`src/sv/b64d_pkg.sv`:
```
// shared types, constants and the character classifier of the base64url decoder
// no dependencies; every other file uses this package by scoped names
package b64d_pkg;

   typedef enum logic [1:0] {
      ST_OK       = 2'd0,
      ST_BAD_CHAR = 2'd1,
      ST_BAD_LEN  = 2'd2
   } status_type;

   localparam logic [7:0] CH_UPPER_A = 8'h41;
   localparam logic [7:0] CH_UPPER_Z = 8'h5a;
   localparam logic [7:0] CH_LOWER_A = 8'h61;
   localparam logic [7:0] CH_LOWER_Z = 8'h7a;
   localparam logic [7:0] CH_DIGIT_0 = 8'h30;
   localparam logic [7:0] CH_DIGIT_9 = 8'h39;
   localparam logic [7:0] CH_DASH    = 8'h2d;
   localparam logic [7:0] CH_UNDER   = 8'h5f;
   localparam logic [7:0] CH_PAD     = 8'h3d;

   localparam logic [7:0] LOWER_BASE = 8'd26;
   localparam logic [7:0] DIGIT_BASE = 8'd52;
   localparam logic [5:0] SX_DASH    = 6'd62;
   localparam logic [5:0] SX_UNDER   = 6'd63;

   localparam logic [1:0] LAST_SLOT  = 2'd3;

   typedef struct packed {
      logic       ok;
      logic       pad;
      logic [5:0] sextet;
   } char_class_type;

   // one decoded group, results already packed to the front of bytes
   typedef struct packed {
      logic [2:0][7:0] bytes;
      logic [1:0]      count;     // results in this job minus one
      logic            is_status;
      logic            last;
      status_type      status;
   } job_type;

   function automatic char_class_type classify(input logic [7:0] ch);
      char_class_type c;
      logic [7:0]     t;
      c.ok     = 1'b1;
      c.pad    = 1'b0;
      c.sextet = '0;
      t        = '0;
      if (ch inside {[CH_UPPER_A:CH_UPPER_Z]}) begin
         t = ch - CH_UPPER_A;
      end else if (ch inside {[CH_LOWER_A:CH_LOWER_Z]}) begin
         t = ch - CH_LOWER_A + LOWER_BASE;
      end else if (ch inside {[CH_DIGIT_0:CH_DIGIT_9]}) begin
         t = ch - CH_DIGIT_0 + DIGIT_BASE;
      end else if (ch == CH_DASH) begin
         t = {2'b00, SX_DASH};
      end else if (ch == CH_UNDER) begin
         t = {2'b00, SX_UNDER};
      end else if (ch == CH_PAD) begin
         c.pad = 1'b1;
      end else begin
         c.ok = 1'b0;
      end
      c.sextet = t[5:0];
      return c;
   endfunction

endpackage

```
`src/sv/b64d_front.sv`:
```
// front part: takes characters, collects groups of four, builds output jobs
// depends on b64d_pkg
module b64d_front (
   input  logic             clock,
   input  logic             reset,
   input  logic             push,
   output logic             full,
   input  logic [7:0]       req_char_in,
   input  logic             req_end_of_string,
   input  logic             job_full,
   output logic             job_push,
   output b64d_pkg::job_type job_out
);

   logic [2:0][5:0] sextet_ff, sextet_in;
   logic [2:0]      pad_ff, pad_in;
   logic [1:0]      count_ff, count_in;
   logic            sticky_ff, sticky_in;

   b64d_pkg::char_class_type cls;
   logic       accept;
   logic       complete;
   logic       err_now;
   logic       emit1, emit2;
   logic [7:0] b0, b1, b2;
   b64d_pkg::status_type stat;

   assign full     = job_full;
   assign accept   = push && !job_full;
   assign cls      = b64d_pkg::classify(req_char_in);
   assign complete = (count_ff == b64d_pkg::LAST_SLOT);
   assign err_now  = sticky_ff || !cls.ok;

   assign b0    = {sextet_ff[0], sextet_ff[1][5:4]};
   assign b1    = {sextet_ff[1][3:0], sextet_ff[2][5:2]};
   assign b2    = {sextet_ff[2][1:0], cls.sextet};
   assign emit1 = !pad_ff[1] && !pad_ff[2];
   assign emit2 = !pad_ff[2] && !cls.pad;

   always_comb begin
      if (!complete) begin
         stat = b64d_pkg::ST_BAD_LEN;
      end else if (err_now) begin
         stat = b64d_pkg::ST_BAD_CHAR;
      end else begin
         stat = b64d_pkg::ST_OK;
      end
   end

   always_comb begin
      job_out = '0;
      if (req_end_of_string && stat != b64d_pkg::ST_OK) begin
         job_out.is_status = 1'b1;
         job_out.last      = 1'b1;
         job_out.status    = stat;
      end else begin
         job_out.bytes[0] = b0;
         job_out.bytes[1] = emit1 ? b1 : b2;
         job_out.bytes[2] = b2;
         job_out.count    = {1'b0, emit1} + {1'b0, emit2};
         job_out.last     = req_end_of_string;
         job_out.status   = b64d_pkg::ST_OK;
      end
   end

   // end of string always yields a job; mid-string only a clean full group does
   assign job_push = accept && (req_end_of_string || (complete && !err_now));

   always_comb begin
      sextet_in = sextet_ff;
      pad_in    = pad_ff;
      count_in  = count_ff;
      sticky_in = sticky_ff;
      if (accept) begin
         if (!complete) begin
            sextet_in[count_ff] = cls.sextet;
            pad_in[count_ff]    = cls.pad;
         end
         count_in  = req_end_of_string ? 2'd0 : count_ff + 2'd1;
         sticky_in = req_end_of_string ? 1'b0 : err_now;
      end
   end

   always_ff @(posedge clock) begin
      sextet_ff <= sextet_in;
      pad_ff    <= pad_in;
      if (reset) begin
         count_ff  <= '0;
         sticky_ff <= 1'b0;
      end else begin
         count_ff  <= count_in;
         sticky_ff <= sticky_in;
      end
   end

endmodule

```
`src/sv/b64d_queue.sv`:
```
// two-entry job queue between the front and back parts
// depends on b64d_pkg
module b64d_queue (
   input  logic             clock,
   input  logic             reset,
   input  logic             job_push,
   input  b64d_pkg::job_type job_in,
   output logic             job_full,
   input  logic             job_pop,
   output b64d_pkg::job_type job_out,
   output logic             job_empty
);

   b64d_pkg::job_type entry_ff [2];
   b64d_pkg::job_type entry_in [2];
   logic       wr_ptr_ff, wr_ptr_in;
   logic       rd_ptr_ff, rd_ptr_in;
   logic [1:0] used_ff, used_in;
   logic       do_push, do_pop;

   assign job_full  = (used_ff == 2'd2);
   assign job_empty = (used_ff == 2'd0);
   assign job_out   = entry_ff[rd_ptr_ff];
   assign do_push   = job_push && !job_full;
   assign do_pop    = job_pop && !job_empty;

   always_comb begin
      entry_in  = entry_ff;
      wr_ptr_in = wr_ptr_ff;
      rd_ptr_in = rd_ptr_ff;
      used_in   = used_ff;
      if (do_push) begin
         entry_in[wr_ptr_ff] = job_in;
         wr_ptr_in           = !wr_ptr_ff;
      end
      if (do_pop) begin
         rd_ptr_in = !rd_ptr_ff;
      end
      used_in = used_ff + {1'b0, do_push} - {1'b0, do_pop};
   end

   always_ff @(posedge clock) begin
      entry_ff <= entry_in;
      if (reset) begin
         wr_ptr_ff <= 1'b0;
         rd_ptr_ff <= 1'b0;
         used_ff   <= '0;
      end else begin
         wr_ptr_ff <= wr_ptr_in;
         rd_ptr_ff <= rd_ptr_in;
         used_ff   <= used_in;
      end
   end

endmodule

```
`src/sv/b64d_back.sv`:
```
// back part: walks each job one result at a time into the output register
// depends on b64d_pkg
module b64d_back (
   input  logic             clock,
   input  logic             reset,
   input  b64d_pkg::job_type job_in,
   input  logic             job_empty,
   output logic             job_pop,
   output logic             empty,
   input  logic             pop,
   output logic [7:0]       rsp_byte_out,
   output logic             rsp_byte_valid,
   output logic             rsp_last,
   output logic [1:0]       rsp_status
);

   logic [1:0] slot_ff, slot_in;
   logic       valid_ff, valid_in;
   logic [7:0] byte_ff, byte_in;
   logic       bvalid_ff, bvalid_in;
   logic       last_ff, last_in;
   logic [1:0] status_ff, status_in;
   logic       load;
   logic       final_slot;

   assign load       = !job_empty && (!valid_ff || pop);
   assign final_slot = (slot_ff == job_in.count);
   assign job_pop    = load && final_slot;

   always_comb begin
      slot_in   = slot_ff;
      valid_in  = valid_ff;
      byte_in   = byte_ff;
      bvalid_in = bvalid_ff;
      last_in   = last_ff;
      status_in = status_ff;
      if (load) begin
         valid_in  = 1'b1;
         bvalid_in = !job_in.is_status;
         last_in   = job_in.last && final_slot;
         status_in = final_slot ? job_in.status : b64d_pkg::ST_OK;
         case (slot_ff)
            2'd0:    byte_in = job_in.bytes[0];
            2'd1:    byte_in = job_in.bytes[1];
            2'd2:    byte_in = job_in.bytes[2];
            default: byte_in = '0;
         endcase
         slot_in = final_slot ? 2'd0 : slot_ff + 2'd1;
      end else if (pop) begin
         valid_in = 1'b0;
      end
   end

   always_ff @(posedge clock) begin
      byte_ff   <= byte_in;
      bvalid_ff <= bvalid_in;
      last_ff   <= last_in;
      status_ff <= status_in;
      if (reset) begin
         slot_ff  <= '0;
         valid_ff <= 1'b0;
      end else begin
         slot_ff  <= slot_in;
         valid_ff <= valid_in;
      end
   end

   assign empty          = !valid_ff;
   assign rsp_byte_out   = byte_ff;
   assign rsp_byte_valid = bvalid_ff;
   assign rsp_last       = last_ff;
   assign rsp_status     = status_ff;

endmodule

```
`src/sv/base64url_stream_decoder_core.sv`:
```
// channel      | handshake        | payload
// -------------+------------------+---------------------------------------------------
// request      | push / full      | req_char_in[7:0], req_end_of_string
// response     | pop / empty      | rsp_byte_out[7:0], rsp_byte_valid, rsp_last,
//              |                  | rsp_status[1:0]
//
// one character is taken per cycle while full is low; a full group yields up to three
// bytes, one per cycle from the back part while its output register is free or popped.
// a group's last character passes a queue entry before reaching the response register.
// the two-entry job queue lets characters keep arriving while the back part drains;
// full rises only when both entries wait. reset clears group count, error and queue.
// depends on b64d_pkg, b64d_front, b64d_queue, b64d_back
module base64url_stream_decoder_core (
   input  logic       clock,
   input  logic       reset,
   input  logic       push,
   output logic       full,
   input  logic [7:0] req_char_in,
   input  logic       req_end_of_string,
   output logic       empty,
   input  logic       pop,
   output logic [7:0] rsp_byte_out,
   output logic       rsp_byte_valid,
   output logic       rsp_last,
   output logic [1:0] rsp_status
);

   b64d_pkg::job_type front_job;
   b64d_pkg::job_type head_job;
   logic job_push, job_full, job_pop, job_empty;

   b64d_front u_front (
      .clock             (clock),
      .reset             (reset),
      .push              (push),
      .full              (full),
      .req_char_in       (req_char_in),
      .req_end_of_string (req_end_of_string),
      .job_full          (job_full),
      .job_push          (job_push),
      .job_out           (front_job)
   );

   b64d_queue u_queue (
      .clock     (clock),
      .reset     (reset),
      .job_push  (job_push),
      .job_in    (front_job),
      .job_full  (job_full),
      .job_pop   (job_pop),
      .job_out   (head_job),
      .job_empty (job_empty)
   );

   b64d_back u_back (
      .clock          (clock),
      .reset          (reset),
      .job_in         (head_job),
      .job_empty      (job_empty),
      .job_pop        (job_pop),
      .empty          (empty),
      .pop            (pop),
      .rsp_byte_out   (rsp_byte_out),
      .rsp_byte_valid (rsp_byte_valid),
      .rsp_last       (rsp_last),
      .rsp_status     (rsp_status)
   );

`ifndef SYNTH
   a_status_on_last: assert property (@(posedge clock) disable iff (reset)
      !empty && rsp_status != b64d_pkg::ST_OK |-> rsp_last)
      else $error("nonzero status away from the final result");

   a_status_only: assert property (@(posedge clock) disable iff (reset)
      !empty && !rsp_byte_valid |-> rsp_last && rsp_status != b64d_pkg::ST_OK)
      else $error("status-only result without a fault on the final result");

   a_queue_sane: assert property (@(posedge clock) disable iff (reset)
      !(job_full && job_empty))
      else $error("job queue both full and empty");

   a_no_pop_empty_queue: assert property (@(posedge clock) disable iff (reset)
      job_pop |-> !job_empty)
      else $error("back part took a job from an empty queue");
`endif

endmodule
```
`config.mk`:
```
export PLATFORM = sky130hd
export DESIGN_NAME = base64url_stream_decoder_core
export DESIGN_NICKNAME = d
export VERILOG_FILES = /design/src/sv/b64d_pkg.sv /design/src/sv/b64d_front.sv /design/src/sv/b64d_queue.sv /design/src/sv/b64d_back.sv /design/src/sv/base64url_stream_decoder_core.sv
export SDC_FILE = /design/constraint.sdc
export NUM_CORES = 1
export LEC_CHECK = 0
export BUFFER_PORTS_ARGS = -buffer_cell sky130_fd_sc_hd__buf_2
export CAP_MARGIN = 20
export CELL_PAD_IN_SITES_DETAIL_PLACEMENT = 1
export CELL_PAD_IN_SITES_GLOBAL_PLACEMENT = 1
export CORE_UTILIZATION = 26
export CTS_CLUSTER_SIZE = 40
export DETAILED_ROUTE_END_ITERATION = 8
export PLACE_DENSITY_LB_ADDON = 0.1
export SLEW_MARGIN = 15
export SYNTH_ARGS = -nofsm -noshare
export SYNTH_HDL_FRONTEND = slang
export SYNTH_HIERARCHICAL = 1
export SYNTH_SLANG_ARGS = --single-unit
```
`constraint.sdc`:
```
create_clock -name clock -period 3.9 [get_ports clock]
set_input_delay 0.195 -clock clock [delete_from_list [all_inputs] [get_ports clock]]
set_output_delay 0.195 -clock clock [all_outputs]
set_load 0.05 [all_outputs]
```
== Word-level counts from Yosys, hierarchy flattened ==
Cells that the tools add are included.
W data, S select, Z words.

* Flip-flop bits (word level): 103
* Input port bits: 13
* Output and inout bits: 14
* Word-level logic and storage cells: 131

* Add/sub/neg operators: 10
* Magnitude comparators: 11
* Eq/ne operators: 8
* Multiplexer cells: 35
* Bitwise operators: 3
* Reduce and logical (&&, ||, !) cells: 35

{| class="wikitable"
|+ Operator list
! operator !! count
|-
| $mux W30 || 4
|-
| $bwmux W60 || 1
|-
| $mux W6 || 6
|-
| $demux W30 S1 || 1
|-
| $mux W26 || 1
|-
| $pmux W8 S3 || 1
|-
| $bwmux W18 || 1
|-
| $eq A8 B6 Y1 const B || 2
|-
| $ge A8 B7 Y1 const B || 2
|-
| $le A8 B7 Y1 const B || 2
|-
| $logic_and A1 B1 Y1 || 16
|-
| $mux W2 || 8
|-
| $demux W6 S2 || 1
|-
| $sub A6 B6 Y6 const B || 2
|-
| $logic_not A1 Y1 || 11
|-
| $eq A8 B7 Y1 const B || 1
|-
| $ge A8 B6 Y1 const B || 1
|-
| $le A8 B6 Y1 const B || 1
|-
| $mux W8 || 1
|-
| $mux W1 || 7
|-
| $add A6 B5 Y6 const B || 1
|-
| $add A6 B6 Y6 const B || 1
|-
| $eq A2 B2 Y1 const B || 3
|-
| $sub A6 B1 Y6 const B || 1
|-
| other kinds (19) || 26
|}

== Longest topological paths before layout ==
* Depth in word-level cells: 16
* Mapped depth: 15
* Gate-level depth less buffers: 15

== Cells and area by module ==
The synthesis kept the hierarchy.

{| class="wikitable"
|+ Modules (own cells, without submodules)
! module !! instances !! cells an instance !! area each (um2) !! sequential area each (um2)
|-
| b64d_queue || 1 || 118 || 2364.8 || 1881.8
|-
| b64d_front || 1 || 193 || 1825.5 || 660.6
|-
| b64d_back || 1 || 60 || 724.4 || 420.4
|}

== Worst setup path before layout ==
No wires, ideal clock.

* Path type: input-to-reg
* From: input req_char_in[2]
* To: register u_queue/entry_ff[30] in the netlist's numbering, enable pin
* Setup time: 385 ps
* Data arrival time: 2711 ps
* Required time: 3515 ps
* Path slack: 804 ps
* Stages: 11
* Path buffers: 0
* Cells stage by stage: inv_1 -> ha_1 -> a21o_1 -> a41oi_1 -> nand3_2 -> a41oi_4 -> a21oi_1 -> nor2_1 -> inv_1 -> or3_1 -> inv_1

* Word-level cells in the longest chain between the ends: 14
* Elaborated cells on any way between the ends: 25
* Those cells by class: order compare: 6; eq/ne: 3; mux: 6; reduce/logical: 10

{| class="wikitable"
|+ RTL lines
! what !! RTL line !! RTL
|-
| from (decl) || base64url_stream_decoder_core.sv:18 || <nowiki>input logic [7:0] req_char_in,</nowiki>
|-
| $eq A8 B6 Y1 || b64d_pkg.sv:60 || <nowiki>end else if (ch == CH_PAD) begin</nowiki>
|-
| $mux W1 || b64d_pkg.sv:60 ||
|-
| $mux W2 || b64d_pkg.sv:58 || <nowiki>end else if (ch == CH_UNDER) begin</nowiki>
|-
| $mux W2 || b64d_pkg.sv:56 || <nowiki>end else if (ch == CH_DASH) begin</nowiki>
|-
| $mux W2 || b64d_pkg.sv:54 || <nowiki>end else if (ch inside {[CH_DIGIT_0:CH_DIGIT_9]}) begin</nowiki>
|-
| $mux W2 || b64d_pkg.sv:52 || <nowiki>end else if (ch inside {[CH_LOWER_A:CH_LOWER_Z]}) begin</nowiki>
|-
| $mux W2 * || b64d_pkg.sv:50 || <nowiki>if (ch inside {[CH_UPPER_A:CH_UPPER_Z]}) begin</nowiki>
|-
| $logic_not A1 Y1 * || b64d_front.sv:32 || <nowiki>assign err_now = sticky_ff || !cls.ok;</nowiki>
|-
| $logic_or A1 B1 Y1 * || b64d_front.sv:32 ||
|-
| $logic_not A1 Y1 * || b64d_front.sv:67 || <nowiki>assign job_push = accept && (req_end_of_string || (complete && !err_now));</nowiki>
|-
| $logic_and A1 B1 Y1 * || b64d_front.sv:67 ||
|-
| $logic_or A1 B1 Y1 * || b64d_front.sv:67 ||
|-
| $logic_and A1 B1 Y1 * || b64d_front.sv:67 ||
|-
| named net job_push || base64url_stream_decoder_core.sv:30 || <nowiki>logic job_push, job_full, job_pop, job_empty;</nowiki>
|-
| $logic_and A1 B1 Y1 * || b64d_queue.sv:24 || <nowiki>assign do_push = job_push && !job_full;</nowiki>
|-
| to (signal assigned) || b64d_queue.sv:43 || <nowiki>entry_ff <= entry_in;</nowiki>
|-
| to (decl) || b64d_queue.sv:14 || <nowiki>b64d_pkg::job_type entry_ff [2];</nowiki>
|}

Mark *: on every way through the listed nets, which the timed path passes. The rest lies on a longest branch.
A chain may end at the register's enable or synchronous reset.

== Final worst setup path ==
* From: input req_char_in[2]
* To: register u_queue/entry_ff[49] in the netlist's numbering, enable pin

Same word-level chain as after synthesis.

==> results.json <==
{
  "grt_max_degree": 31,
  "r2r-start": "u_queue/rd_ptr_ff$_SDFFE_PP0P_",
  "syn-cell-area_sq_um": 4910,
  "startpoint_type": "primary input",
  "synth-edff-count": 92,
  "cp_max_fo": 30,
  "drive_gt1_share_pct": 24.7,
  "fill_cells": 1968,
  "fin_setup_tns_ps": 0,
  "ctsRootBufferMaster": "clkbuf_16",
  "design.die.area_sq_um": 19500,
  "insertion_delay_ps": 350,
  "hold_path_class": "in2reg",
  "async_flop_share_pct": 0,
  "postSynthAreaPerCell_sq_um": 13.2,
  "placed_cell_area_sq_um": 5320,
  "drtAntennaViolNets": 0,
  "cts_tree": "done",
  "postCtsResizedCells": 0,
  "io_buffers": 26,
  "place_hpwl_um": 7710,
  "grt_pass1_vias": 3122,
  "setup-violations-final": 0,
  "max_cap_viol_count": 0,
  "crit_start": "req_char_in[2]",
  "nets": 433,
  "globalRouteOverflowTotal": 0,
  "min_path_cells": 2,
  "drt_iter0_drc": 118,
  "synth-seq-cells": 102,
  "p_leak_nw": 2.02,
  "rr_worst_depth": 10,
  "min_period_ps": 2950,
  "synth_ff_type": "edfxtp_1",
  "cts_made_buffers": 9,
  "initial_utilization_pct": 26.9,
  "worstSetupPathType": "in2reg",
  "io_pins": 27,
  "vdd_drop_max_v": 0.000198,
  "outcome": "complete, no violations",
  "endpoint": "u_queue/entry_ff[49]$_DFFE_PP_",
  "coreArea_sq_um": 18300,
  "clock_sinks": 102,
  "htreeDepth": 3,
  "slew_viol_final": 0,
  "syn_inst": 371,
  "critPathRequiredTime_ps": 3930,
  "wirelength_um": 11300,
  "slew_headroom_pct": 45.5,
  "crit_arrival_ps": 2980,
  "fmaxAchievable_ghz": 0.339,
  "grt_pass1_wl_um": 17900,
  "powerDensity_nw_per_um2": 448,
  "antenna_found_initial": 0,
  "row_count": 49,
  "syn2layout_area_growth_pct": 13.9,
  "cts.path.max_buffers": 2,
  "vias": 2951,
  "die_y_um": 139,
  "ys_types": 58,
  "ys_seq_area_share_pct": 60.3,
  "stdcell_area_sq_um": 5600,
  "synth.net_count": 404,
  "cts_hold_buffers": 0,
  "skew_ps": 12.7,
  "grt_setup_unrepaired": "no",
  "gp_congestion": 0.783,
  "cts.clk_slew.worst_paths_ps": 70,
  "viasPerCell": 4.65,
  "period_share_pct": 75.6,
  "r2r_setup_slack_ps": 1320,
  "end_kind": "flop",
  "die_w_um": 139,
  "post-cts-setup-buffer-count": 0,
  "hold_viol": 0,
  "gr-usage-all-layers_pct": 12.4,
  "r2r-end": "u_queue/used_ff[1]$_SDFF_PP0_",
  "drc": 0,
  "ys_warn_count": 6,
  "drt_pre_antenna_iters": 4,
  "tightest_slew_ps": 815,
  "wl_per_cell_um": 17.8,
  "antenna_cells": 0
}
through the flow:
step	power (mW)	util, %	instances	hold WS, ps	worst slack, ps
finish	2.51	30.6	634	170	953
global route	2.62	30.6	634	178	689
CTS	2.55	30.6	634	165	948
detailed placement	1.68	29.1	618	493	586
global placement	1.68	29.1	618	470	685
floorplan	1.56	-	371	264	804
flip-flops by register name (all words and copies together) (netlist names), 2 cells and up:
signal               flops
u_front/b0               8
u_back/rsp_byte_out      8
u_back/rsp_status        2
u_queue/used_ff          2
u_queue/entry_ff        60
u_front/b1               8
u_back/slot_ff           2
u_front/b2               2
u_front/pad_ff           2
u_front/count_ff         2
worst min path at each step:
stage	slack [ps]	startpoint	to
floorplan	260	reset	u_back/slot_ff[1]$_SDFFE_PP0P_
global placement	470	u_queue/wr_ptr_ff$_SDFFE_PP0P_	u_queue/wr_ptr_ff$_SDFFE_PP0P_
detailed placement	490	u_queue/wr_ptr_ff$_SDFFE_PP0P_	u_queue/wr_ptr_ff$_SDFFE_PP0P_
CTS	170	req_end_of_string	u_front/sticky_ff$_SDFFE_PP0P_
global route	180	req_end_of_string	u_queue/entry_ff[2]$_DFFE_PP_
finish	170	req_end_of_string	u_front/sticky_ff$_SDFFE_PP0P_
cells in the mapped netlist (5+ instances only):
master     n  area (sq um)
a21oi_1   13          65.1
a222oi_1   8          80.1
and2_1     5          31.3
and2b_1    6          45.0
clkbuf_1   5          18.8
dfxtp_1   10           200
edfxtp_1  92          2760
ha_1      20           250
inv_1     19          71.3
mux2_2    30           338
nand2_1   15          56.3
nand2b_1   5          31.3
nand3_1    5          25.0
nor2_1    35           131
nor2b_1   16           100
nor3_1     9          45.0
xnor2_1    5          43.8
area by class of cell:
cell class	count	area (sq um)	area share, %
clock buffers	9	225	4.02
clock inverters	7	56.3	1.01
inverters	20	75.1	1.34
multi-input cells	234	1800	32.1
flip-flops and latches	102	2960	52.9
well taps	229	287	5.12
repair buffers	33	195	3.49
where the power goes:
group          leakage, nW  switching (mW)  internal, mW
combinational        0.937           0.248         0.112
clock                0.137           0.413         0.442
sequential           0.948          0.0203          1.27
total                 2.02           0.682          1.82
cell usage in the layout, fill, tap and decap left out, types with 3 or more instances in the layout:
cell,instances
edfxtp_1,92
nor2_1,35
mux2_2,30
buf_2,26
ha_1,20
inv_1,19
nor2b_1,16
nand2_1,15
a21oi_1,13
dfxtp_1,10
clkbuf_16,9
nor3_1,9
a222oi_1,8
buf_4,6
and2b_1,6
and2_1,5
nand2b_1,5
xnor2_1,5
nand3_1,5
xor2_1,4
o21ai_0,4
and4_1,3
a211oi_1,3
a21oi_2,3
critical path: stages:
cell	delay [ps]
buf_2	190
inv_1	130
ha_1	260
a21o_1	200
a41oi_1	300
nand3_2	280
a41oi_4	360
a21oi_1	100
nor2_1	170
inv_1	70
or3_1	370
inv_1	110
buf_12	210
cells by family (layout without fill, tap and decap cells):
logic type,after synthesis,in the layout,share of synthesized area [%]
AO/OA/AOI/OAI,55,55,9.47
AND/OR/NAND/NOR,119,119,13.0
adder cells (fa/ha/maj),20,20,5.09
multiplexers,30,30,6.87
buffers and inverters,35,69,3.39
flip-flops,102,102,60.3
XOR/XNOR,10,10,1.93
layer usage:
layer | track usage [%] | wire [um] | vias to the layer above | share of wire, %
met5 | 0 | 0 | - | 0
met4 | 3.16 | 93 | 0 | 0.83
met3 | 2.79 | 257 | 7 | 2.3
met2 | 21.1 | 5550 | 34 | 49
met1 | 15.7 | 5370 | 1484 | 48
li1 | - | - | 1426 | -
No activity file was read; power rests on OpenSTA's default activity.
